<file path="config.mk">
export PLATFORM = sky130hd
export DESIGN_NAME = expansion_interval_position_map_core
export DESIGN_NICKNAME = d
export VERILOG_FILES = /design/src/rtl/eipm_pkg.sv /design/src/rtl/eipm_ram.sv /design/src/rtl/eipm_ctrl.sv /design/src/rtl/eipm_dpath.sv /design/src/rtl/expansion_interval_position_map_core.sv
export SDC_FILE = /design/constraint.sdc
export NUM_CORES = 2
export LEC_CHECK = 0
export BUFFER_PORTS_ARGS = -buffer_cell sky130_fd_sc_hd__buf_4
export CORE_MARGIN = 5
export CORE_UTILIZATION = 28
export DETAILED_ROUTE_END_ITERATION = 8
export PLACE_DENSITY = 0.4
export SYNTH_ARGS = -nofsm -noshare
export SYNTH_HDL_FRONTEND = slang
export SYNTH_SLANG_ARGS = --single-unit
</file>
<file path="constraint.sdc">
create_clock -name clk_i -period 12.3 [get_ports clk_i]
set_clock_uncertainty 0.15 [all_clocks]
set_input_delay 1.23 -clock clk_i [delete_from_list [all_inputs] [get_ports clk_i]]
set_output_delay 1.23 -clock clk_i [all_outputs]
set_load 0.05 [all_outputs]
</file>
<file path="src/rtl/eipm_pkg.sv">
package eipm_pkg;

  localparam int unsigned LineW  = 16;
  localparam int unsigned ColW   = 12;
  localparam int unsigned ShiftW = 13;
  localparam int unsigned MapW   = 14;
  localparam int unsigned EntryW = LineW + ColW + ColW + ShiftW;

  localparam logic [1:0] REQ_ADD   = 2'd0;
  localparam logic [1:0] REQ_MAP   = 2'd1;
  localparam logic [1:0] REQ_CLEAR = 2'd2;

  localparam logic [1:0] STATUS_DONE = 2'd0;
  localparam logic [1:0] STATUS_DUP  = 2'd1;
  localparam logic [1:0] STATUS_FULL = 2'd2;

  typedef struct packed {
    logic load;
    logic rd_en;
    logic finish;
  } eipm_cmd_t;

  typedef struct packed {
    logic scan_go;
    logic last_idx;
  } eipm_stat_t;

endpackage

</file>
<file path="src/rtl/eipm_ram.sv">
module eipm_ram #(
  parameter int unsigned Width = 8,
  parameter int unsigned Depth = 2
) (
  input  logic                     clk_i,
  input  logic                     we_i,
  input  logic [$clog2(Depth)-1:0] waddr_i,
  input  logic [Width-1:0]         wdata_i,
  input  logic                     re_i,
  input  logic [$clog2(Depth)-1:0] raddr_i,
  output logic [Width-1:0]         rdata_o
);

  logic [Width-1:0] mem_q [Depth];
  logic [Width-1:0] rdata_q;

  always_ff @(posedge clk_i) begin
    if (we_i) begin
      mem_q[waddr_i] <= wdata_i;
    end
    if (re_i) begin
      rdata_q <= mem_q[raddr_i];
    end
  end

  assign rdata_o = rdata_q;

endmodule

</file>
<file path="src/rtl/eipm_ctrl.sv">
module eipm_ctrl
  import eipm_pkg::*;
(
  input  logic       clk_i,
  input  logic       rst_ni,
  input  logic       start_i,
  input  eipm_stat_t stat_i,
  output eipm_cmd_t  cmd_o,
  output logic       busy_o
);

  localparam logic [1:0] S_IDLE   = 2'd0;
  localparam logic [1:0] S_SCAN   = 2'd1;
  localparam logic [1:0] S_LAST   = 2'd2;
  localparam logic [1:0] S_FINISH = 2'd3;

  logic [1:0] state_q, state_d;

  always_comb begin
    state_d      = state_q;
    cmd_o.load   = 1'b0;
    cmd_o.rd_en  = 1'b0;
    cmd_o.finish = 1'b0;
    case (state_q)
      S_IDLE: begin
        if (start_i) begin
          cmd_o.load = 1'b1;
          state_d    = stat_i.scan_go ? S_SCAN : S_FINISH;
        end
      end
      S_SCAN: begin
        cmd_o.rd_en = 1'b1;
        if (stat_i.last_idx) begin
          state_d = S_LAST;
        end
      end
      S_LAST: begin
        state_d = S_FINISH;
      end
      S_FINISH: begin
        cmd_o.finish = 1'b1;
        state_d      = S_IDLE;
      end
      default: begin
        state_d = S_IDLE;
      end
    endcase
  end

  always_ff @(posedge clk_i or negedge rst_ni) begin
    if (!rst_ni) begin
      state_q <= S_IDLE;
    end else begin
      state_q <= state_d;
    end
  end

  assign busy_o = (state_q != S_IDLE);

endmodule

</file>
<file path="src/rtl/eipm_dpath.sv">
module eipm_dpath
  import eipm_pkg::*;
#(
  parameter int unsigned Entries = 64
) (
  input  logic                     clk_i,
  input  logic                     rst_ni,
  input  eipm_cmd_t                cmd_i,
  output eipm_stat_t               stat_o,
  input  logic [1:0]               req_type_i,
  input  logic [LineW-1:0]         line_number_i,
  input  logic [ColW-1:0]          start_col_i,
  input  logic [ColW-1:0]          end_col_i,
  input  logic signed [ShiftW-1:0] shift_i,
  input  logic [ColW-1:0]          column_i,
  output logic signed [MapW-1:0]   mapped_col_o,
  output logic                     inside_expansion_o,
  output logic [1:0]               status_o,
  output logic                     done_o
);

  localparam int unsigned IdxW = $clog2(Entries);
  localparam int unsigned CntW = $clog2(Entries + 1);

  logic [1:0]        req_q;
  logic [LineW-1:0]  line_q;
  logic [ColW-1:0]   start_q;
  logic [ColW-1:0]   end_q;
  logic [ShiftW-1:0] shift_q;
  logic [ColW-1:0]   col_q;

  logic [CntW-1:0] count_q;
  logic [IdxW-1:0] idx_q;
  logic            rd_vld_q;

  logic              dup_q;
  logic              found_q;
  logic              best_vld_q;
  logic [ColW-1:0]   best_start_q;
  logic [ShiftW-1:0] best_shift_q;

  logic signed [MapW-1:0] mapped_q;
  logic                   inside_q;
  logic [1:0]             status_q;
  logic                   done_q;

  logic [EntryW-1:0] rdata;
  logic [LineW-1:0]  e_line;
  logic [ColW-1:0]   e_start;
  logic [ColW-1:0]   e_end;
  logic [ShiftW-1:0] e_shift;
  logic              line_hit;
  logic              before_col;
  logic              full;
  logic              do_write;
  logic signed [MapW-1:0] map_sum;

  assign {e_line, e_start, e_end, e_shift} = rdata;
  assign line_hit   = (e_line == line_q);
  assign before_col = (e_start < col_q);
  assign full       = (count_q == CntW'(Entries));
  assign do_write   = cmd_i.finish && (req_q == REQ_ADD) && !dup_q && !full;
  assign map_sum    = $signed({2'b00, col_q}) + $signed({best_shift_q[ShiftW-1], best_shift_q});

  assign stat_o.scan_go  = ((req_type_i == REQ_ADD) || (req_type_i == REQ_MAP)) &&
                           (count_q != '0);
  assign stat_o.last_idx = ((CntW'(idx_q) + CntW'(1)) == count_q);

  eipm_ram #(
    .Width(EntryW),
    .Depth(Entries)
  ) u_ram (
    .clk_i  (clk_i),
    .we_i   (do_write),
    .waddr_i(count_q[IdxW-1:0]),
    .wdata_i({line_q, start_q, end_q, shift_q}),
    .re_i   (cmd_i.rd_en),
    .raddr_i(idx_q),
    .rdata_o(rdata)
  );

  always_ff @(posedge clk_i) begin
    if (cmd_i.load) begin
      req_q   <= req_type_i;
      line_q  <= line_number_i;
      start_q <= start_col_i;
      end_q   <= end_col_i;
      shift_q <= shift_i;
      col_q   <= column_i;
    end
    if (cmd_i.load) begin
      dup_q        <= 1'b0;
      found_q      <= 1'b0;
      best_vld_q   <= 1'b0;
      best_start_q <= '0;
      best_shift_q <= '0;
    end else if (rd_vld_q && line_hit) begin
      if (e_start == start_q) begin
        dup_q <= 1'b1;
      end
      if (before_col) begin
        if (col_q < e_end) begin
          found_q <= 1'b1;
        end
        if (!best_vld_q || (e_start > best_start_q)) begin
          best_vld_q   <= 1'b1;
          best_start_q <= e_start;
          best_shift_q <= e_shift;
        end
      end
    end
    if (cmd_i.finish) begin
      mapped_q <= '0;
      inside_q <= 1'b0;
      status_q <= STATUS_DONE;
      case (req_q)
        REQ_ADD: begin
          if (dup_q) begin
            status_q <= STATUS_DUP;
          end else if (full) begin
            status_q <= STATUS_FULL;
          end
        end
        REQ_MAP: begin
          if (found_q) begin
            inside_q <= 1'b1;
          end else begin
            mapped_q <= map_sum;
          end
        end
        default: begin
          status_q <= STATUS_DONE;
        end
      endcase
    end
  end

  always_ff @(posedge clk_i or negedge rst_ni) begin
    if (!rst_ni) begin
      count_q  <= '0;
      idx_q    <= '0;
      rd_vld_q <= 1'b0;
      done_q   <= 1'b0;
    end else begin
      rd_vld_q <= cmd_i.rd_en;
      done_q   <= cmd_i.finish;
      if (cmd_i.load) begin
        idx_q <= '0;
      end else if (cmd_i.rd_en) begin
        idx_q <= idx_q + IdxW'(1);
      end
      if (cmd_i.finish && (req_q == REQ_CLEAR)) begin
        count_q <= '0;
      end else if (do_write) begin
        count_q <= count_q + CntW'(1);
      end
    end
  end

  assign mapped_col_o       = mapped_q;
  assign inside_expansion_o = inside_q;
  assign status_o           = status_q;
  assign done_o             = done_q;

endmodule

</file>
<file path="src/rtl/expansion_interval_position_map_core.sv">
// Table of up to ENTRIES expansion intervals with add, map and clear requests.
// A request is taken when start is high and busy is low; its one result
// appears on mapped_col_o, inside_expansion_o and status_o for a single cycle
// with done_o high and must be captured then, as the receiver cannot stall it.
// Add and map requests read the stored intervals one per cycle through the
// single read port of the interval table, reading every interval held (at
// most ENTRIES) before the result; clear, unused codes and requests on an
// empty table skip the read pass. Intervals fill the table from slot zero
// and a clear only resets the fill count, so no clearing pass is needed
// after reset.
module expansion_interval_position_map_core
  import eipm_pkg::*;
#(
  parameter int unsigned ENTRIES = 64
) (
  input  logic                     clk_i,
  input  logic                     rst_ni,
  input  logic                     start,
  output logic                     busy,
  input  logic [1:0]               req_type_i,
  input  logic [LineW-1:0]         line_number_i,
  input  logic [ColW-1:0]          start_col_i,
  input  logic [ColW-1:0]          end_col_i,
  input  logic signed [ShiftW-1:0] shift_i,
  input  logic [ColW-1:0]          column_i,
  output logic                     done_o,
  output logic signed [MapW-1:0]   mapped_col_o,
  output logic                     inside_expansion_o,
  output logic [1:0]               status_o
);

  eipm_cmd_t  cmd;
  eipm_stat_t stat;

  eipm_ctrl u_ctrl (
    .clk_i  (clk_i),
    .rst_ni (rst_ni),
    .start_i(start),
    .stat_i (stat),
    .cmd_o  (cmd),
    .busy_o (busy)
  );

  eipm_dpath #(
    .Entries(ENTRIES)
  ) u_dpath (
    .clk_i             (clk_i),
    .rst_ni            (rst_ni),
    .cmd_i             (cmd),
    .stat_o            (stat),
    .req_type_i        (req_type_i),
    .line_number_i     (line_number_i),
    .start_col_i       (start_col_i),
    .end_col_i         (end_col_i),
    .shift_i           (shift_i),
    .column_i          (column_i),
    .mapped_col_o      (mapped_col_o),
    .inside_expansion_o(inside_expansion_o),
    .status_o          (status_o),
    .done_o            (done_o)
  );

  assert property (@(posedge clk_i) disable iff (!rst_ni)
    start && !busy |=> busy)
    else $error("request accepted but block not busy");

  assert property (@(posedge clk_i) disable iff (!rst_ni)
    done_o |-> $past(busy))
    else $error("result without a request in progress");

  assert property (@(posedge clk_i) disable iff (!rst_ni)
    done_o && inside_expansion_o |-> (status_o == STATUS_DONE) && (mapped_col_o == '0))
    else $error("inside result with non-zero status or column");

endmodule
</file>
# == Yosys cells after proc, flatten, opt, wreduce, memory -nomap -nowiden ==
# Memory sizes are Yosys's and may differ from the RTL's. A register that Yosys moved wholly into a read port is not among the register bits.
# Index checks and enable logic that the tools add are counted.
# classes
n_reduce_logical,24
n_lt_le_gt_ge,3
bitwise_logic,2
add_sub_neg,4
mux,17
eq_ne,12
# ops
op,n
less-than comparator 12 bit,2
== test 16 bit,1
adder 13 x 13 -> 14 bit,1
two-way mux 7 bit,2
== test 12 bit,1
greater-than comparator 12 bit,1
two-way mux 6 bit,2
two-way mux 1 bit,8
two-way mux 2 bit,4
one-hot mux 2 bit (4 select lines),1
adder 6 x 1 -> 7 bit (second input constant),1
adder 7 x 1 -> 7 bit (second input constant),1
== test 7 bit,1
== test 7 bit (second input constant),1
nonzero test 7 bit,1
adder 6 x 1 -> 6 bit (second input constant),1
== test 2 x 1 -> 1 bit (second input constant),3
== test 2 bit (second input constant),3
logical AND 1 bit,6
logical NOT 2 bit,3
AND reduction 3 bit,2
nonzero test 2 bit,3
inequality test 2 bit (second input constant),2
AND reduction 2 bit,2
other kinds (4),9
# word_totals
mem_count,1
mem_bits_rw,3392
reg_bits,129
in_bits,70
# mem_list
memory,words,width,read_ports,rd_clocked_by_memory_dff,write_ports,line,rtl
u_dpath.u_ram.mem_q,64,53,1,1,1,eipm_ram.sv:14,logic [Width-1:0] mem_q [Depth];

# == Longest topological paths before layout ==
# depth
ltp_word,7
mapped_depth,10

# == Cells and area by module ==
# A second synthesis with hierarchy kept.
# unflattened
hier_cells,6076
area_unflattened_um2,136524.7
# modules_own_cells
module,cells_each,instances,seq_area_each_um2,area_per_inst_um2
eipm_ram,5520,1,103449.2,129932.1
eipm_dpath,538,1,3458.3,6408.6
eipm_ctrl,18,1,50.0,183.9

# == Least setup slack after synthesis ==
# No wires, ideal clock.
# synth_timing
kind,reg2reg
from,register u_ctrl.state_q[1]
to,memory u_dpath.u_ram.mem_q[41][0] in the netlist's numbering (enable)
arrival_time_ns,4.023
period_less_slack_ns,4.637
n_path_buf,1
stages_incl_launch_ff,6
required_time_ns,11.686
slack_ns,7.663
setup_ns,0.464
path_cell_list,dfrtp_1 -> ha_1 -> and3_1 -> clkbuf_1 -> nand3_1 -> nor2_1
# synth_lines
item,line,rtl
start: declaration,eipm_ctrl.sv:17,"logic [1:0] state_q, state_d;"
start signal: assignment,eipm_ctrl.sv:54,state_q <= state_d;
end: declaration,eipm_ram.sv:14,

==> flow_summary.ini <==
[pwr]
power_per_cell_area_nw_per_um2 = 212
peakVddDrop_mv = 0.173
p_leak_uw = 0.0476

[routing]
viasPerCell = 4.94
first_pass_iters = 7
vias = 64000
antenna_left = 0
wl_mm = 424
wire_per_inst_microns = 32.7
drtIter0Drc = 6003
drc_errors = 0

[worst_setup_path]
reg2reg_to = u_dpath.u_ram.mem_q[11][41]
cp.arrival_ps = 5800
worstRegToRegCells = 6
crit_family = simple AND/OR/NAND/NOR gates
path_max_fanout = 33
crit_type = reg2reg
crit_buf_inv = 1
cpPeakStageDelay_ps = 980
cp.depth = 6
required_ps = 12720
startpoint_type = flop
r2r-start = u_ctrl.state_q[0]
endpoint_kind = flop
r2r_slack_ps = 6920
crit_end = u_dpath.u_ram.mem_q[11][41]
cp_slowest_cell = nor2_4
startpoint = u_ctrl.state_q[0]
crit_chain = ha_1 > and3_1 > nor2b_1 > nand2_1 > nor2_4 > buf_4

[final_layout]
drive_gt1_frac = 0.299
fin_nets = 6295
num-fill-cells = 46000
area_growth_pct = 16.0
final_util = 0.326

[floorplanning]
rows = 256
die_w_microns = 709
initial_utilization = 0.281
die_y_microns = 709
dieArea_sq_um = 502000
core_region_area_sq_um = 486000
ios = 89

[sta]
timing.hold.ws_ps = 253
fin_crit_sh = 0.438
hold_viol = 0
slew_violations = 0
fmax_mhz = 186
tightest_slew_ps = 1360
grt_setup_unrepaired = no
finalCriticalPeriod_ps = 5380
fin_setup_tns_ps = 0
setup_violations = 0
fin_ws_ps = 6920
slew_headroom = 0.0949

[grt]
grt.total_usage = 0.166
grt_pass1_wl_mm = 577
busiest_layer = met2
grtUsageMet2 = 0.272
met1_usage = 0.235
gr-total-overflow = 0
grt_pass1_vias = 66400
grt_start_max_net_pins = 139
grt_use_met3 = 0.0270
antenna_found_initial = 44

[synth]
synthFlopType = edfxtp_1
yosysMostFrequentCell = edfxtp_1
synth_seq_cells = 3574
yosysTopAreaCellShare = 0.775
async_reset_ff_frac = 0.00476
synth_edf_count = 3529
synthesis.nets = 5887
seq_area_frac_synth = 0.783
yosysTopAreaCell = edfxtp_1
yosysWarnings = 0
synth.area.top_cells = edfxtp_1 (78%), mux4_2 (17%), ha_1 (0.49%)
synth_common_cells = edfxtp_1 (3529), mux4_2 (1008), clkbuf_1 (158)
ys_types = 55
synth_area_sq_um = 137000
synth_area_per_cell_sq_um = 23.7
syn_inst = 5762

[clock_network]
path_clk_slew_ps = 60
cts_inserted_buffers = 389
clk_latency_ps = 1000
post_cts_buffers = 0
clock-sinks = 3574
cts_max_path_buffers = 4
ctsHtreeMaxLevel = 5
cts_tree = done
cts-root-buf = clkbuf_16

[place]
place_ws_ps = 6870
gp_congestion = 0.752
port_buffers = 88
dpl.hpwl_mm = 242

[flow_run]
maxCapViolations = 0

[status]
status = completed

[worst_hold_path]
holdCritPathClass = in2reg
[per-stage QoR]
stage / instance area (sq um) / total power [uW] / cells
global placement: 146000 / 22800 / 12200
CTS: 159000 / 34200 / 12900
detailed placement: 146000 / 22800 / 12200
global route: 159000 / 35000 / 12900
finish: 159000 / 33600 / 12900
floorplan: 137000 / 19600 / 5762
[cell usage in the layout, fill, tap and decap left out, types with 21 or more instances in the layout]
cell type / count
nand2_1: 34
buf_4: 312
nor2_4: 63
ha_1: 53
mux2i_1: 41
inv_1: 46
xor2_1: 34
o22ai_1: 105
mux4_2: 1008
a211oi_1: 54
nor2_1: 87
nor4_1: 21
a21oi_1: 52
a22oi_1: 28
clkbuf_1: 91
clkinv_1: 98
o31ai_1: 28
edfxtp_1: 3529
nand4_1: 40
bufinv_16: 22
clkbuf_16: 391
nor2b_1: 31
dfxtp_1: 28
clkinv_2: 73
[what timing repair did]
item | 4_1_cts | 5_1_grt
endpoints found under the hold margin | 16 | 0
hold buffers | 1 | 0
gates resized for setup | 0 | 0
[flip-flops by register name, indices dropped and copies added, names as in the netlist, 13 cells and up]
| register | flops |
|---|---|
| u_dpath.line_q | 16 |
| u_dpath.u_ram.rdata_o | 53 |
| u_dpath.u_ram.mem_q | 3392 |
| u_dpath.shift_q | 13 |
| u_dpath.mapped_col_o | 14 |
| u_dpath.best_shift_q | 13 |
[routing by layer]
metal  wire [microns]  part of all wire
met5                0                 0
met4             7350             0.017
met3            23200             0.055
met2           204000              0.48
met1           189000              0.45
[area by class of cell]
| class | count | area [sq um] | share of cell area |
|---|---|---|---|
| sequential | 3574 | 107000 | 0.675 |
| antenna | 10 | 25.0 | 0.000158 |
| clock inverter | 226 | 1920 | 0.0121 |
| timing repair buffer | 324 | 2570 | 0.0162 |
| clock buffer | 482 | 10100 | 0.0639 |
| inverter | 46 | 173 | 0.00109 |
| tap | 6450 | 8070 | 0.0509 |
| multi-input combinational | 1835 | 28700 | 0.181 |
[power by group]
group / switching [uW] / internal [uW] / leakage (uW)
Sequential: 363 / 14000 / 0.0322
Combinational: 4670 / 3400 / 0.00958
Clock: 4920 / 6310 / 0.00588
Total: 9950 / 23700 / 0.0476
[kinds of logic after synthesis]
logic type	share of synthesized area
XOR/XNOR	0.00346
AND/OR/NAND/NOR	0.0131
flip-flops	0.783
adder cells (fa/ha/maj)	0.00509
buffers and inverters	0.0113
multiplexers	0.169
AO/OA/AOI/OAI	0.0152
[how the worst min path moves through the flow]
stage / startpoint / endpoint / slack [ps] / cells past startpoint
CTS: start_col_i[5] / u_dpath.start_q[5] / 140 / 1
detailed placement: u_dpath.best_start_q[8] / u_dpath.best_start_q[8] / 310 / 2
global route: start_col_i[5] / u_dpath.start_q[5] / 180 / 1
floorplan: u_dpath.best_start_q[10] / u_dpath.best_start_q[10] / 290 / 2
finish: start_col_i[5] / u_dpath.start_q[5] / 250 / 1
global placement: u_dpath.best_start_q[10] / u_dpath.best_start_q[10] / 300 / 2
(Power assumes the default switching activity.)
